===== config.mk =====
export PLATFORM = sky130hd
export DESIGN_NAME = type2_charstring_tokenizer_top
export DESIGN_NICKNAME = d
export VERILOG_FILES = /design/src/tkz_pkg.sv /design/src/tkz_core.sv /design/src/tkz_outbuf.sv /design/src/type2_charstring_tokenizer_top.sv
export SDC_FILE = /design/constraint.sdc
export NUM_CORES = 1
export LEC_CHECK = 0
export BUFFER_PORTS_ARGS = -buffer_cell sky130_fd_sc_hd__buf_2
export CAP_MARGIN = 25
export CORE_UTILIZATION = 65
export CTS_CLUSTER_DIAMETER = 40
export DETAILED_ROUTE_END_ITERATION = 8
export GPL_ROUTABILITY_DRIVEN = 0
export GPL_TIMING_DRIVEN = 0
export PLACE_DENSITY_LB_ADDON = 0.25
export SYNTH_ARGS = -nofsm -noshare
export SYNTH_HDL_FRONTEND = slang
export SYNTH_HIERARCHICAL = 1
export SYNTH_SLANG_ARGS = --single-unit

===== constraint.sdc =====
create_clock -name clk_i -period 8.67 [get_ports clk_i]
set_clock_uncertainty 0.05 [all_clocks]
set_input_delay 1.3005 -clock clk_i [delete_from_list [all_inputs] [get_ports clk_i]]
set_output_delay 1.3005 -clock clk_i [all_outputs]
set_load 0.05 [all_outputs]

===== src/tkz_pkg.sv =====
// shared token types and codes for the charstring tokenizer
package tkz_pkg;

  localparam logic [1:0] KIND_OPERAND = 2'd0;
  localparam logic [1:0] KIND_OPERATOR = 2'd1;
  localparam logic [1:0] KIND_MASK = 2'd2;

  localparam logic [8:0] OP_RETURN = 9'd11;
  localparam logic [8:0] OP_ENDCHAR = 9'd14;

  typedef struct packed {
    logic [1:0]  kind;
    logic [31:0] value;
    logic [8:0]  op_code;
    logic        reserved;
    logic        last;
  } token_t;

endpackage


===== src/tkz_core.sv =====
// tokenizer state registers and the per-byte decode logic
module tkz_core #(
  parameter int MAX_HINTS = 96,
  parameter int MAX_OPERANDS = 48
) (
  input  logic            clk_i,
  input  logic            rst_ni,
  input  logic            accept_i,
  input  logic [7:0]      byte_i,
  output logic            emit_o,
  output tkz_pkg::token_t tok_o
);

  localparam int HW = $clog2(MAX_HINTS + 1);
  localparam int OW = $clog2(MAX_OPERANDS + 1);
  localparam int SW = ((HW > OW) ? HW : OW) + 1;
  localparam int MW = HW + 1;

  typedef enum logic [2:0] {
    PH_IDLE  = 3'd0,
    PH_TWO   = 3'd1,
    PH_SHORT = 3'd2,
    PH_FIXED = 3'd3,
    PH_ESC   = 3'd4,
    PH_MASK  = 3'd5
  } phase_e;

  phase_e          phase_q, phase_d;
  logic [2:0]      left_q, left_d;
  logic [7:0]      lead_q, lead_d;
  logic [31:0]     acc_q, acc_d;
  logic [HW-1:0]   hint_q, hint_d;
  logic [OW-1:0]   opc_q, opc_d;
  logic [3:0]      mask_q, mask_d;

  logic [SW-1:0]   hsum;
  logic [HW-1:0]   hint_add;
  logic [MW-1:0]   msum;
  logic [MW-1:0]   nbytes;
  logic [OW-1:0]   opc_inc;
  logic [31:0]     acc_sh;
  logic [31:0]     mag;

  function automatic logic single_rsv(input logic [7:0] v);
    single_rsv = (v == 8'd0) || (v == 8'd2) || (v == 8'd9) || (v == 8'd13) ||
                 (v == 8'd15) || (v == 8'd16) || (v == 8'd17);
  endfunction

  function automatic logic esc_rsv(input logic [7:0] w);
    logic ok;
    case (w) inside
      8'd0, 8'd3, 8'd4, 8'd5, 8'd9, 8'd10, 8'd11, 8'd12, 8'd14, 8'd15, 8'd18,
      [8'd20:8'd24], [8'd26:8'd30], [8'd34:8'd37]: ok = 1'b1;
      default: ok = 1'b0;
    endcase
    esc_rsv = !ok;
  endfunction

  // hint count from implicit and explicit stem pairs, mask byte count, operand count and byte shift
  always_comb begin
    hsum = SW'(hint_q) + SW'(opc_q >> 1);
    if (hsum > SW'(MAX_HINTS)) begin
      hint_add = HW'(MAX_HINTS);
    end else begin
      hint_add = hsum[HW-1:0];
    end
    msum = MW'(hint_add) + MW'(7);
    nbytes = msum >> 3;
    if (opc_q < OW'(MAX_OPERANDS)) begin
      opc_inc = opc_q + OW'(1);
    end else begin
      opc_inc = opc_q;
    end
    acc_sh = {acc_q[23:0], byte_i};
  end

  always_comb begin
    phase_d = phase_q;
    left_d  = left_q;
    lead_d  = lead_q;
    acc_d   = acc_q;
    hint_d  = hint_q;
    opc_d   = opc_q;
    mask_d  = mask_q;
    emit_o  = 1'b0;
    mag     = '0;
    tok_o   = '{kind: tkz_pkg::KIND_OPERAND, value: '0, op_code: '0,
                reserved: 1'b0, last: 1'b0};
    case (phase_q)
      PH_TWO: begin
        phase_d = PH_IDLE;
        left_d  = '0;
        emit_o  = 1'b1;
        opc_d   = opc_inc;
        if (lead_q < 8'd251) begin
          mag = ((32'(lead_q) - 32'd247) << 8) + 32'(byte_i) + 32'd108;
          tok_o.value = mag;
        end else begin
          mag = ((32'(lead_q) - 32'd251) & 32'd3) * 32'd256 + 32'(byte_i) + 32'd108;
          tok_o.value = 32'd0 - mag;
        end
      end
      PH_SHORT, PH_FIXED: begin
        acc_d = acc_sh;
        if (left_q > 3'd1) begin
          left_d = left_q - 3'd1;
        end else begin
          left_d  = '0;
          phase_d = PH_IDLE;
          acc_d   = '0;
          emit_o  = 1'b1;
          opc_d   = opc_inc;
          if (phase_q == PH_SHORT) begin
            tok_o.value = {{16{acc_sh[15]}}, acc_sh[15:0]};
          end else begin
            tok_o.value = acc_sh;
          end
        end
      end
      PH_ESC: begin
        phase_d        = PH_IDLE;
        opc_d          = '0;
        emit_o         = 1'b1;
        tok_o.kind     = tkz_pkg::KIND_OPERATOR;
        tok_o.op_code  = {1'b1, byte_i};
        tok_o.reserved = esc_rsv(byte_i);
      end
      PH_MASK: begin
        mask_d = (mask_q > 4'd0) ? mask_q - 4'd1 : mask_q;
        if (mask_d == 4'd0) begin
          phase_d = PH_IDLE;
        end
        emit_o      = 1'b1;
        tok_o.kind  = tkz_pkg::KIND_MASK;
        tok_o.value = 32'(byte_i);
      end
      default: begin
        phase_d = PH_IDLE;
        case (byte_i) inside
          [8'd32:8'd246]: begin
            emit_o      = 1'b1;
            opc_d       = opc_inc;
            tok_o.value = 32'(byte_i) - 32'd139;
          end
          [8'd247:8'd254]: begin
            lead_d  = byte_i;
            phase_d = PH_TWO;
            left_d  = 3'd1;
          end
          8'd255: begin
            acc_d   = '0;
            phase_d = PH_FIXED;
            left_d  = 3'd4;
          end
          8'd28: begin
            acc_d   = '0;
            phase_d = PH_SHORT;
            left_d  = 3'd2;
          end
          8'd12: begin
            phase_d = PH_ESC;
          end
          8'd11, 8'd14: begin
            phase_d       = PH_IDLE;
            left_d        = '0;
            lead_d        = '0;
            acc_d         = '0;
            hint_d        = '0;
            opc_d         = '0;
            mask_d        = '0;
            emit_o        = 1'b1;
            tok_o.kind    = tkz_pkg::KIND_OPERATOR;
            tok_o.op_code = 9'(byte_i);
            tok_o.last    = 1'b1;
          end
          8'd1, 8'd3, 8'd18, 8'd23: begin
            hint_d        = hint_add;
            opc_d         = '0;
            emit_o        = 1'b1;
            tok_o.kind    = tkz_pkg::KIND_OPERATOR;
            tok_o.op_code = 9'(byte_i);
          end
          8'd19, 8'd20: begin
            hint_d = hint_add;
            opc_d  = '0;
            if (nbytes > MW'(15)) begin
              mask_d = 4'd15;
            end else begin
              mask_d = nbytes[3:0];
            end
            phase_d       = (mask_d != 4'd0) ? PH_MASK : PH_IDLE;
            emit_o        = 1'b1;
            tok_o.kind    = tkz_pkg::KIND_OPERATOR;
            tok_o.op_code = 9'(byte_i);
          end
          default: begin
            opc_d          = '0;
            emit_o         = 1'b1;
            tok_o.kind     = tkz_pkg::KIND_OPERATOR;
            tok_o.op_code  = 9'(byte_i);
            tok_o.reserved = single_rsv(byte_i);
          end
        endcase
      end
    endcase
  end

  always_ff @(posedge clk_i or negedge rst_ni) begin
    if (!rst_ni) begin
      phase_q <= PH_IDLE;
      left_q  <= '0;
      lead_q  <= '0;
      acc_q   <= '0;
      hint_q  <= '0;
      opc_q   <= '0;
      mask_q  <= '0;
    end else if (accept_i) begin
      phase_q <= phase_d;
      left_q  <= left_d;
      lead_q  <= lead_d;
      acc_q   <= acc_d;
      hint_q  <= hint_d;
      opc_q   <= opc_d;
      mask_q  <= mask_d;
    end
  end

endmodule


===== src/tkz_outbuf.sv =====
// output register with skid stage for result tokens
module tkz_outbuf (
  input  logic            clk_i,
  input  logic            rst_ni,
  input  logic            tok_valid_i,
  input  tkz_pkg::token_t tok_i,
  output logic            full_o,
  output logic            out_valid_o,
  input  logic            out_stall_i,
  output tkz_pkg::token_t out_o
);

  logic            out_valid_q;
  logic            skid_valid_q;
  tkz_pkg::token_t out_q;
  tkz_pkg::token_t skid_q;
  logic            free;

  assign free = !out_valid_q || !out_stall_i;

  always_ff @(posedge clk_i or negedge rst_ni) begin
    if (!rst_ni) begin
      out_valid_q  <= 1'b0;
      skid_valid_q <= 1'b0;
    end else if (free) begin
      if (skid_valid_q) begin
        out_valid_q  <= 1'b1;
        skid_valid_q <= 1'b0;
      end else begin
        out_valid_q <= tok_valid_i;
      end
    end else if (tok_valid_i) begin
      skid_valid_q <= 1'b1;
    end
  end

  always_ff @(posedge clk_i) begin
    if (free) begin
      out_q <= skid_valid_q ? skid_q : tok_i;
    end
    if (!free && tok_valid_i) begin
      skid_q <= tok_i;
    end
  end

  assign full_o      = skid_valid_q;
  assign out_valid_o = out_valid_q;
  assign out_o       = out_q;

endmodule


===== src/type2_charstring_tokenizer_top.sv =====
// top level of the type 2 charstring tokenizer
//
//   channel | direction | payload                                        | handshake
//   in      | input     | byte_in_i                                      | in_valid_i / in_stall_o
//   out     | output    | token_kind_o value_o op_code_o reserved_op_o   | out_valid_o / out_stall_i
//           |           | last_token_o                                   |
//
// one byte per cycle while in_stall_o is low; a completed token is registered in the output buffer
// state update and decode are combinational logic ahead of the output register
// a two-entry output buffer keeps input flowing while its skid entry is free
// in_stall_o rises only when both output entries are full
// asynchronous reset returns all tokenizer state to idle with no tokens pending
module type2_charstring_tokenizer_top #(
  parameter int MAX_HINTS = 96,
  parameter int MAX_OPERANDS = 48
) (
  input  logic               clk_i,
  input  logic               rst_ni,
  input  logic               in_valid_i,
  output logic               in_stall_o,
  input  logic [7:0]         byte_in_i,
  output logic               out_valid_o,
  input  logic               out_stall_i,
  output logic [1:0]         token_kind_o,
  output logic signed [31:0] value_o,
  output logic [8:0]         op_code_o,
  output logic               reserved_op_o,
  output logic               last_token_o
);

  logic            accept;
  logic            emit;
  logic            full;
  tkz_pkg::token_t tok;
  tkz_pkg::token_t out_tok;

  assign accept     = in_valid_i && !full;
  assign in_stall_o = full;

  tkz_core #(
    .MAX_HINTS   (MAX_HINTS),
    .MAX_OPERANDS(MAX_OPERANDS)
  ) u_core (
    .clk_i   (clk_i),
    .rst_ni  (rst_ni),
    .accept_i(accept),
    .byte_i  (byte_in_i),
    .emit_o  (emit),
    .tok_o   (tok)
  );

  tkz_outbuf u_outbuf (
    .clk_i      (clk_i),
    .rst_ni     (rst_ni),
    .tok_valid_i(accept && emit),
    .tok_i      (tok),
    .full_o     (full),
    .out_valid_o(out_valid_o),
    .out_stall_i(out_stall_i),
    .out_o      (out_tok)
  );

  assign token_kind_o  = out_tok.kind;
  assign value_o       = signed'(out_tok.value);
  assign op_code_o     = out_tok.op_code;
  assign reserved_op_o = out_tok.reserved;
  assign last_token_o  = out_tok.last;

endmodule


==> run summary <==
status: finished, final reports clean
Worst-path clk slew: 60 ps
HPWL after detailed placement: 15900 um
WS Path Type: input pin to flip-flop
Max Fanout on Critical Path: 29
crit path buf inv count: 5
Logic pwr share: 23.5%
Sw Share: 31.6%
synth top area cells: edfxtp_1 (30%), dfrtp_1 (16%), ha_1 (5.2%)
antenna cells: 0
crit path DAT: 4990 ps
Worst Hold Class: flip-flop to flip-flop
largest net degree at the start of global routing: 36
Layout area overhead: 13.0%
Core Region: 0.0133 mm^2
Die ar.: 0.0141 mm^2
Initial Util: 66.8%
WL per Instance: 21.0 um
synthesized area: 0.00888 mm^2
Slowest-stage cell, CP: and3_2
cells after synthesis: 829
PD cells: 206 mW/mm^2
Max Cap Violations: 0
Seq/Total Area, Yosys: 46.5%
post-CTS sizing: 0
post-CTS setup repair buffer count: 0
top_reg_cell synth: edfxtp_1
P_leak: 4.34 nW
maximum clock rate: 203 MHz
Worst Setup End Kind: flip-flop
H-tree depth: 4
DR vias/cell: 6.70
clock latency on the worst-skew pair: 420 ps
Die H: 119 um
initial antenna violation count: 0
pre-CTS setup slack: 3550 ps
worst setup margin: 3740 ps
die width: 119 um
Synth Register Bits: 147
CTS tree: built
Setup-failing EPs final: 0
fillers: 879
vias in the first global route: 7071
count leader, synth: edfxtp_1
largest area contributor in the netlist: edfxtp_1
DR DRC count: 0
asr flop ratio synth: 38.8%
maximum VDD drop: 112 uV
sequential power share: 41.8%
Mapped Nets: 879
routed via count: 7356
Final Net Count: 959
cts hold-fix bufs: 0
CP Cell Sequence: buf_2 > clkbuf_1 > inv_1 > ha_1 > clkbuf_1 > a21o_1 > o21ai_0 > o21ai_1 > nand2_1 > o21ai_0 > nand2_1 > and3b_1 > and3_2 > buf_12
total track usage: 33.8%
TNS Setup: 0 ps
Final Hold Vio Count: 0
minimum clock period: 4930 ps
share of cells above drive strength 1: 20.8%
initial drt markers: 1070
remaining antenna violation count: 0
Pint: 1.42 mW
GR Overflow Total: 0
Clock power frac: 34.7%
port buffer count: 58
share of the synthesized area in the top cell type: 30.4%
Slew Limit Fails: 0
critical path's top delay family: buffers and inverters
fin crit share: 56.8%
final wirelength: 23100 um
Post-Syn Area per Cell: 10.7 um^2
Sink Count: 147
Root Driver: clkbuf_16
Post-synth top cells: edfxtp_1 (90), nand2_1 (81), dfrtp_1 (57)
Post-synth EDFFs: 90
Net Switching: 0.654 mW
maximum clock path buffer count: 2
CP Data Required Time: 8730 ps
# rows: 42
CP peak stage delay: 510 ps
RSZ-0062 raised after global routing: no
Ys Warns: 6
post-synth cell types: 87
Critical Path Start Type: input pin
Worst-Margin Slew: 798 ps
# IOs: 59
DRT Pass-1 Iters: 6
first-pass GRT wire length: 36900 um
max_slew headroom: 46.1%
Num CTS Buffers: 17
cell families after synthesis:
logic type | share of synthesized area (%)
xor+xnor | 1.97
simple gates | 15.0
flops | 46.5
fa+ha+maj | 5.55
compound gates | 18.4
buf+inv | 4.59
mux | 7.96
path summary, 6_finish.rpt:
path                       cells past startpoint               from                   to  slack, ps
setup / recovery                              14       byte_in_i[3]  u_outbuf/skid_q[15]       3740
hold / removal                                 1   u_core/acc_q[20]     u_core/acc_q[20]        470
setup reg to reg                              11  u_core/phase_q[2]   u_outbuf/out_o[15]       5440
hold reg to reg                                1   u_core/acc_q[20]     u_core/acc_q[20]        470
max in group asynchronous                      2             rst_ni     u_core/acc_q[10]       7140
min in group asynchronous                      1             rst_ni      u_outbuf/full_o        830
metal layers:
layer	vias to the layer above	global-route usage [%]	routed length, um
li1	3242	-	-
met1	3584	43.4	9040
met2	454	56.1	11400
met3	76	6.94	1900
met4	0	13.7	744
met5	-	0	0
sequential cells by signal (all words and copies together), names as in the netlist, 3 cells and up:
signal,cells
u_core/phase_q,3
u_core/hint_q,7
u_core/opc_q,6
u_core/acc_q,24
u_core/left_q,3
u_outbuf/out_o,45
u_core/mask_q,4
u_outbuf/skid_q,45
u_core/lead_q,8
area by class of cell:
class | instances | area, um^2 | share of cell area, %
Buffer | 55 | 303 | 3.02
Clock buffer | 18 | 429 | 4.28
Clock inverter | 14 | 154 | 1.53
Inverter | 28 | 105 | 1.05
Multi-Input combinational cell | 599 | 4350 | 43.3
Sequential cell | 147 | 4130 | 41.1
Tap cell | 176 | 220 | 2.19
Timing Repair Buffer | 61 | 350 | 3.49
worst reg2reg max path, cell delays in order, from the launching register on:
cell and delay, ps:
dfrtp_1 360, buf_4 170, inv_2 80, ha_1 190
clkbuf_1 210, and2_1 200, clkbuf_1 250, o21ai_0 560
o21ai_0 200, a21oi_1 220, o21ai_0 180, mux2_4 320
cell usage in the layout, fill, tap and decap left out, types with 9 or more instances in the layout:
| cell | n |
|---|---|
| a21o_1 | 22 |
| a21oi_1 | 46 |
| a22o_1 | 30 |
| a31oi_1 | 13 |
| and2_1 | 10 |
| buf_2 | 68 |
| buf_6 | 9 |
| clkbuf_1 | 30 |
| clkbuf_16 | 17 |
| dfrtp_1 | 57 |
| edfxtp_1 | 90 |
| ha_1 | 37 |
| inv_1 | 26 |
| mux2_2 | 21 |
| mux2_4 | 28 |
| nand2_1 | 80 |
| nand2b_1 | 11 |
| nand3_1 | 21 |
| nand4_1 | 10 |
| nor2_1 | 45 |
| nor2b_1 | 10 |
| nor3_1 | 13 |
| o211ai_1 | 9 |
| o21ai_0 | 50 |
| xor2_1 | 13 |
per-stage QoR:
stage | cell area, um^2 | hold WS (ps) | power, mW | cells | utilization (%)
global placement | 9390 | 442 | 1.32 | 1063 | 70.6
finish | 10000 | 465 | 2.07 | 1098 | 75.5
CTS | 10000 | 463 | 2.07 | 1098 | 75.5
detailed placement | 9460 | 446 | 1.35 | 1066 | 71.1
floorplan | 8880 | 424 | 1.23 | 829 | -
global route | 10000 | 475 | 2.14 | 1098 | 75.5
power groups by stage:
stage	Sequential [mW]	Clock, mW	Combinational, mW
2_1_floorplan	0.984	0	0.247
3_3_place_gp	0.871	0	0.450
3_5_place_dp	0.874	0	0.474
4_1_cts	0.865	0.723	0.482
5_1_grt	0.872	0.750	0.518
6_report	0.866	0.718	0.487
(Power assumes the default switching activity.)
